$ cat src/hdl/svl_pkg.sv
// skinned vertex lighting: shared constants and a saturation function
// no dependencies
package svl_pkg;

  localparam int MaxBones  = 64;
  localparam int FracBits  = 16;
  localparam int MatWords  = 12;
  localparam int MemDepth  = MaxBones * MatWords;
  localparam int MemAw     = $clog2(MemDepth);

  localparam logic [1:0] REG_AMB_RED   = 2'd0;
  localparam logic [1:0] REG_AMB_GREEN = 2'd1;
  localparam logic [1:0] REG_AMB_BLUE  = 2'd2;

  localparam logic CMD_MATRIX    = 1'b0;
  localparam logic CMD_INFLUENCE = 1'b1;

  localparam logic signed [47:0] Sum48Max = {1'b0, {47{1'b1}}};
  localparam logic signed [47:0] Sum48Min = {1'b1, {47{1'b0}}};

  function automatic logic signed [31:0] sat32(input logic signed [49:0] x);
    if (x > 50'sh0_7FFF_FFFF) return 32'sh7FFF_FFFF;
    if (x < -50'sh0_8000_0000) return -32'sh8000_0000;
    return x[31:0];
  endfunction

endpackage

$ cat src/hdl/svl_isqrt_div.sv
// skinned vertex lighting: intensity unit, bit-serial search for the largest k
// with k*k*s <= 65025*ax*ax (0 when nx is not positive), every product on one shared multiplier
// depends on svl_pkg
module svl_intens
  import svl_pkg::*;
(
  input  logic        clk,
  input  logic        rst_n,
  input  logic        start,
  input  logic signed [31:0] nx,
  input  logic signed [31:0] ny,
  input  logic signed [31:0] nz,
  output logic        done,
  output logic [7:0]  i8
);

  typedef enum logic [3:0] {
    S_IDLE, S_SHIFT, S_SQX, S_SQY, S_SQZ, S_RHS, S_TT, S_TTS, S_CMP, S_DONE
  } st_t;

  st_t st_r;
  logic [31:0] ax_r, ay_r, az_r;
  logic [39:0] a2x_r;
  logic [41:0] s_r;
  logic [57:0] rhs_r;
  logic [15:0] tt_r;
  logic [57:0] lhs_r;
  logic [7:0]  k_r, bit_r;
  logic        zero_r;
  logic        done_r;
  logic [7:0]  i8_r;

  assign done = done_r;
  assign i8   = i8_r;

  // shared multiplier
  logic [41:0] ma;
  logic [19:0] mb;
  logic [57:0] mp;
  logic [7:0]  t;
  assign t  = k_r | bit_r;
  assign mp = 58'({20'd0, ma} * {42'd0, mb});

  function automatic logic [31:0] absv(input logic signed [31:0] v);
    return v[31] ? 32'(-v) : 32'(v);
  endfunction

  always_comb begin
    ma = 42'd0;
    mb = 20'd0;
    case (st_r)
      S_SQX:   begin ma = {22'd0, ax_r[19:0]}; mb = ax_r[19:0]; end
      S_SQY:   begin ma = {22'd0, ay_r[19:0]}; mb = ay_r[19:0]; end
      S_SQZ:   begin ma = {22'd0, az_r[19:0]}; mb = az_r[19:0]; end
      S_RHS:   begin ma = {2'd0, a2x_r};       mb = 20'd65025; end
      S_TT:    begin ma = {34'd0, t};          mb = {12'd0, t}; end
      S_TTS:   begin ma = s_r;                 mb = {4'd0, tt_r}; end
      default: begin ma = 42'd0;               mb = 20'd0; end
    endcase
  end

  always_ff @(posedge clk) begin
    if (!rst_n) begin
      st_r   <= S_IDLE;
      done_r <= 1'b0;
      i8_r   <= 8'd0;
    end else begin
      done_r <= 1'b0;
      case (st_r)
        S_IDLE: if (start) begin
          ax_r <= absv(nx); ay_r <= absv(ny); az_r <= absv(nz);
          zero_r <= (nx <= 32'sd0);
          st_r <= S_SHIFT;
        end
        S_SHIFT: begin
          if (zero_r) begin
            i8_r <= 8'd0; done_r <= 1'b1; st_r <= S_IDLE;
          end else if (ax_r[31:20] != 0 || ay_r[31:20] != 0 || az_r[31:20] != 0) begin
            ax_r <= ax_r >> 1; ay_r <= ay_r >> 1; az_r <= az_r >> 1;
          end else if (ax_r == 0) begin
            i8_r <= 8'd0; done_r <= 1'b1; st_r <= S_IDLE;
          end else st_r <= S_SQX;
        end
        S_SQX: begin
          a2x_r <= mp[39:0];
          s_r   <= {2'd0, mp[39:0]};
          st_r  <= S_SQY;
        end
        S_SQY: begin
          s_r <= s_r + {2'd0, mp[39:0]};
          st_r <= S_SQZ;
        end
        S_SQZ: begin
          s_r <= s_r + {2'd0, mp[39:0]};
          st_r <= S_RHS;
        end
        S_RHS: begin
          rhs_r <= mp;
          k_r <= 8'd0; bit_r <= 8'd128;
          st_r <= S_TT;
        end
        S_TT:  begin tt_r <= mp[15:0]; st_r <= S_TTS; end
        S_TTS: begin lhs_r <= mp; st_r <= S_CMP; end
        S_CMP: begin
          if (lhs_r <= rhs_r) k_r <= t;
          if (bit_r == 8'd1) st_r <= S_DONE;
          else begin bit_r <= bit_r >> 1; st_r <= S_TT; end
        end
        S_DONE: begin i8_r <= k_r; done_r <= 1'b1; st_r <= S_IDLE; end
        default: st_r <= S_IDLE;
      endcase
    end
  end

endmodule

$ cat config.mk
export PLATFORM = sky130hd
export DESIGN_NAME = svl_intens
export DESIGN_NICKNAME = d
export VERILOG_FILES = /design/src/hdl/svl_pkg.sv /design/src/hdl/svl_isqrt_div.sv
export SDC_FILE = /design/constraint.sdc
export NUM_CORES = 2
export LEC_CHECK = 0
export BUFFER_PORTS_ARGS = -buffer_cell sky130_fd_sc_hd__buf_2
export CORE_MARGIN = 10
export CORE_UTILIZATION = 70
export CTS_BUF_LIST = sky130_fd_sc_hd__clkbuf_4
export CTS_CLUSTER_DIAMETER = 60
export DETAILED_ROUTE_END_ITERATION = 7
export PLACE_DENSITY = 0.88
export SETUP_SLACK_MARGIN = 0.4
export SLEW_MARGIN = 40
export SYNTH_ARGS = -nofsm -noshare
export SYNTH_HDL_FRONTEND = slang
export SYNTH_SLANG_ARGS = --single-unit
$ cat constraint.sdc
create_clock -name clk -period 25.5 [get_ports clk]
set_input_delay 1.275 -clock clk [delete_from_list [all_inputs] [get_ports clk]]
set_output_delay 1.275 -clock clk [all_outputs]
set_load 0.01 [all_outputs]
---- After elaboration in Yosys (flattened, before gate mapping) ----
Index checks and enable logic that the tools add are counted.
storage, ports and cells
  logic and storage cells ................. 98
  register bits ........................... 340
  output and inout bits ................... 9
cells by class
  $lt $le $gt $ge ......................... 2
  bitwise gates (word level) .............. 1
  reductions and logical operators ........ 23
  multipliers ............................. 1
  equal/unequal tests ..................... 17
  mux-type cells .......................... 36
  $add $sub $neg .......................... 4
operators by type and width
  operator                                                                count
  32-bit two-way mux                                                      12
  42-bit one-hot mux with 6 select lines                                  1
  32-bit one-hot mux with 2 select lines                                  3
  20-bit one-hot mux with 6 select lines                                  1
  32-bit negator                                                          3
  42-bit one-hot mux with 2 select lines                                  1
  58-bit <= comparator                                                    1
  42-bit by 20-bit multiplier with 58-bit output                          1
  8-bit one-hot mux with 2 select lines                                   3
  42-bit by 40-bit adder with 42-bit output                               1
  8-bit two-way mux                                                       5
  4-bit one-hot mux with 9 select lines                                   1
  12-bit nonzero test                                                     3
  32-bit by 1-bit <= comparator with 1-bit output, second input constant  1
  32-bit logical NOT                                                      1
  4-bit by 3-bit equality test with 1-bit output, second input constant   4
  4-bit two-way mux                                                       4
  2-bit AND reduction                                                     6
  3-bit AND reduction                                                     4
  2-bit inequality test, second input constant                            5
  4-bit by 2-bit equality test with 1-bit output, second input constant   2
  4-bit equality test, second input constant                              2
  8-bit by 1-bit equality test with 1-bit output, second input constant   1
  8-bit bitwise OR                                                        1
  other kinds (10)                                                        17

---- Logic depth before layout (Yosys ltp) ----
  depth after elaboration ................. 6
  gate-level depth with buffers ........... 46

---- Worst setup path after synthesis ----
OpenSTA, ideal clock, no wires.
  kind .................................... input-to-reg
  start ................................... input rst_n
  end ..................................... register ax_r[0], enable pin
  stages .................................. 2
  library setup time ...................... 0.820 ns
  setup slack ............................. 13.378 ns
  data arrival time ....................... 11.303 ns
  cell sequence ........................... clkinv_1 -> nor4b_1
on the way
  longest elaborated chain between the ends .. 1
ends and longest elaborated chain
  element                        line                 text
  start: declaration             svl_isqrt_div.sv:8   input logic rst_n,
  5-bit AND reduction (no line)  --
  end signal: assignment         svl_isqrt_div.sv:71  ax_r <= absv(nx); ay_r <= absv(ny); az_r <= absv(nz);
  end signal: assignment         svl_isqrt_div.sv:79  ax_r <= ax_r >> 1; ay_r <= ay_r >> 1; az_r <= az_r >> 1;
  end: declaration               svl_isqrt_div.sv:22  logic [31:0] ax_r, ay_r, az_r;
Every way passes these cells.
A chain may end at the register's enable or synchronous reset.

---- Final worst setup path ----
  start ................................... register st_r[3]
  end ..................................... register s_r[40], data pin
on the way
  longest elaborated chain between the ends .. 5
  elaborated cells between the ends (all ways) .. 12
ends and longest elaborated chain
  element                                                                                                                  line                                      text
  start: declaration                                                                                                       svl_isqrt_div.sv:21                       st_t st_r;
  start signal: assignment                                                                                                 svl_isqrt_div.sv:64                       st_r <= S_IDLE;
  start signal: assignment                                                                                                 svl_isqrt_div.sv:73                       st_r <= S_SHIFT;
  start signal: assignment                                                                                                 svl_isqrt_div.sv:77                       i8_r <= 8'd0; done_r <= 1'b1; st_r <= S_IDLE;
  4-bit by 3-bit equality test with 1-bit output / 4-bit by 2-bit equality test with 1-bit output (equally long branches)  svl_isqrt_div.sv:51                       case (st_r)
  42-bit one-hot mux with 6 select lines / 20-bit one-hot mux with 6 select lines (equally long branches)                  svl_isqrt_div.sv:51
  42-bit by 20-bit multiplier with 58-bit output (*)                                                                       svl_isqrt_div.sv:42                       assign mp = 58'({20'd0, ma} * {42'd0, mb});
  via mp[26]                                                                                                               svl_isqrt_div.sv:39                       logic [57:0] mp;
  42-bit by 40-bit adder with 42-bit output (*)                                                                            svl_isqrt_div.sv:90, svl_isqrt_div.sv:94
  42-bit one-hot mux with 2 select lines (*)                                                                               svl_isqrt_div.sv:69                       case (st_r)
  end signal: assignment                                                                                                   svl_isqrt_div.sv:86                       s_r <= {2'd0, mp[39:0]};
  end signal: assignment                                                                                                   svl_isqrt_div.sv:90                       s_r <= s_r + {2'd0, mp[39:0]};
  end signal: assignment                                                                                                   svl_isqrt_div.sv:94                       s_r <= s_r + {2'd0, mp[39:0]};
  end: declaration                                                                                                         svl_isqrt_div.sv:24                       logic [41:0] s_r;
The timed path passes the listed nets; every way through them passes the cells marked *.

==> results.md <==
- CTS clk-pin slew, worst paths: 0.07 ns
- Fin. max-slew vios: 0
- CTS buffer count: 78
- Upper clock frequency limit: 0.0777 GHz
- Via density: 6.28
- Psw: 0.000599 W
- P&R area growth vs syn: 6.54%
- Most common cell after layout, fill and taps aside: inv_1
- WP data required: roughly 26 ns
- Sequential share of power: 0.402
- Peak VDD IR: approximately 0.041 mV
- DRT iter0 DRCs: between 4k and 5k
- Worst r2r src: st_r[3]$_SDFFE_PN0P_
- Drt first pass iters: 6
- Slew HR: 0.346
- Leakage: 20.9 nW
- Initial antenna violation count: 1
- Total GRT Usage: 0.355
- Synth Area per Inst: 9.50 µm²
- Crit-path most repeated cell: fa_1
- Post-Syn Area: 43400 µm²
- Crit path max fanout: 22
- Distinct cells, synth: 73
- Crit path launch type: flip-flop
- Ys Warns: 0
- Cell count after synthesis: 4568
- Max Root-Sink Buffers: 3
- Fin Setup TNS: 0 ns
- Tmin final: about 13 ns
- Asr flop ratio synth: 0
- Crit path capture type: flip-flop
- Share of cells above drive strength 1: 0.0751
- Max_cap viols: 0
- Total number of vias: ~35k
- Hold Startpoint: i8[0]$_SDFFE_PN0P_
- Via count of the first global-routing pass: 36.1k
- Most frequent cells in the layout: inv_1, fa_1, nand2_1, nor2_1, edfxtp_1
- Worst Setup SP: st_r[3]$_SDFFE_PN0P_
- Endpoints failing hold: 0
- Final worst-path cycle share: 0.505
- Sw Ratio: 0.358
- Total Wirelength: 124 mm
- Int Power: 0.00107 W
- Slowest cell on the critical path: dfxtp_1
- Pin count of the biggest net entering global routing: between 100 and 150
- RSZ-0062 raised after global routing: no
- # IOs: 108
- Initial Util: 0.706
- DRT antenna net count: 0
- Core ar.: 61500 µm²
- Drt wl/cell: 22.4 µm
- Cts repair resizes: 0
- Hold/Removal Path Class: reg -> reg
- Num rows: around 90
- Detailed Place HPWL: 96.6 mm
- Port-buffer cells: 107
- Postcts setup bufs: 0
- Grt ovf: 0
- Clock share of power: 0.255
- Hold WS: 0.518 ns
- Top FF cell, synth: edfxtp_1
- Status: completed
- Power Dens Cells: 36.2 nW/µm²
- Die width: 269 µm
- Chip height: 269 µm
- Arr. time, crit path: roughly 13 ns
- Hold buffer count at CTS: 0
- EDFF count, synth: 327
- Combinational fraction of design power: 0.343
- CP top delay family: adder cells
- Buffers & Inverters on Critical Path: 7
- Seq/Total Area, Yosys: 0.232
- Biggest cell delay along the critical path: 0.74 ns
- CTS sink count: 340
- H-tree levels: 3
- Setup Crit Path Kind: reg -> reg
- Synthesized flop and latch total: between 300 and 400
- Slew @ Worst Pin: 0.981 ns
- Clk root buf: clkbuf_4
- DRC Markers: 0
- Setup Skew: 0.0854 ns
- CTS tree: done
- Clock Latency Late Sink: just under 0.8 ns
- Gpl congestion: 1.04
- Final nets: between 5k and 6k
- Final setup vio count: 0
- First-pass GRT wire length: 196 mm
- DIE AREA: around 72000 µm²
[cell families after synthesis]
logic type / after synthesis / share of synthesized area
AND/OR/NAND/NOR: 1346 / 0.132
XOR/XNOR: 174 / 0.0351
multiplexers: 17 / 0.00421
AO/OA/AOI/OAI: 707 / 0.107
other: 2 / 0.000173
adder cells (fa/ha/maj): 961 / 0.400
buffers and inverters: 1021 / 0.0883
flip-flops: 340 / 0.232
[worst paths after layout]
kind / end / slack [ns] / cells past startpoint
max reg2reg: s_r[40]$_SDFFCE_PP0P_ / 12.63 / 38
max: s_r[40]$_SDFFCE_PP0P_ / 12.63 / 38
min reg2reg: i8[0]$_SDFFE_PN0P_ / 0.52 / 2
min: i8[0]$_SDFFE_PN0P_ / 0.52 / 2
[worst min-delay path, delay by kind of cell, from the launching register on]
family / cells / cell delay, ns
simple gates: 1 / 0.08
compound gates: 1 / 0.08
flops: 1 / 0.33
[per-stage QoR]
| stage | total power (W) | std cells | area, µm² | util | worst slack, ns |
|---|---|---|---|---|---|
| floorplan | 0.00106 | 4644 | 43700 | - | 13.38 |
| global placement | 0.00121 | 5408 | 45100 | 0.733 | 13.35 |
| detailed placement | 0.00123 | 5414 | 45200 | 0.735 | 13.09 |
| CTS | 0.00165 | 5553 | 46200 | 0.751 | 13.02 |
| global route | 0.00176 | 5558 | 46200 | 0.752 | 12.16 |
| finish | 0.00167 | 5558 | 46200 | 0.752 | 12.63 |
[cell type report]
class	count	area, µm²
clock buffer	104	781
tap	790	988
sequential	340	10100
multi-input combinational	3283	30000
inverter	822	3090
clock inverter	35	178
fill	4251	15300
antenna	1	2.50
timing repair buffer	183	1120
[metal layers]
metal	global-route usage	wire length [µm]	vias to the layer above	part of all wire
met5	0	0	-	0
met4	0.168	6900	0	0.055
met3	0.118	18300	533	0.15
met2	0.537	54300	2566	0.44
met1	0.460	44900	16800	0.36
li1	-	-	15000	-
[flip-flops by register name, indices dropped and copies added, names as in the netlist]
signal / cells
st_r: 4
ax_r: 32
done: 1
lhs_r: 58
ay_r: 32
i8: 8
zero_r: 1
tt_r: 16
rhs_r: 58
s_r: 42
bit_r: 8
a2x_r: 40
az_r: 32
k_r: 8
[cell usage after synthesis, types with 13 or more instances]
cell type / n / share of area
inv_1: 820 / 0.071
fa_1: 712 / 0.33
nand2_1: 703 / 0.061
nor2_1: 367 / 0.032
edfxtp_1: 327 / 0.23
ha_1: 249 / 0.072
clkbuf_1: 181 / 0.016
o21ai_0: 177 / 0.020
a21oi_1: 127 / 0.015
xor2_1: 109 / 0.022
a21o_1: 84 / 0.015
xnor2_1: 65 / 0.013
a22oi_1: 40 / 0.0069
o21ai_1: 38 / 0.0044
nand3_1: 37 / 0.0043
nor3_1: 32 / 0.0037
a221o_1: 29 / 0.0067
nor4_1: 27 / 0.0039
and3_1: 25 / 0.0036
nand2b_1: 25 / 0.0036
a221oi_1: 24 / 0.0048
o31ai_1: 24 / 0.0042
a211oi_1: 23 / 0.0040
or3_1: 23 / 0.0033
nand4_1: 22 / 0.0032
a22o_1: 20 / 0.0040
and2_1: 19 / 0.0027
nor2b_1: 19 / 0.0027
buf_1: 18 / 0.0016
o41ai_1: 17 / 0.0034
or4_1: 15 / 0.0026
a31oi_1: 14 / 0.0020
o21a_1: 14 / 0.0024
o21bai_1: 14 / 0.0024
dfxtp_1: 13 / 0.0060
[power by group through the flow]
stage	clock (W)	sequential, W	combinational (W)
6_report	0.000426	0.000673	0.000573
5_1_grt	0.000460	0.000673	0.000627
3_3_place_gp	0	0.000684	0.000522
3_5_place_dp	0	0.000684	0.000545
2_1_floorplan	0	0.000681	0.000378
4_1_cts	0.000431	0.000672	0.000550
Power figures use the tool's default switching activity.
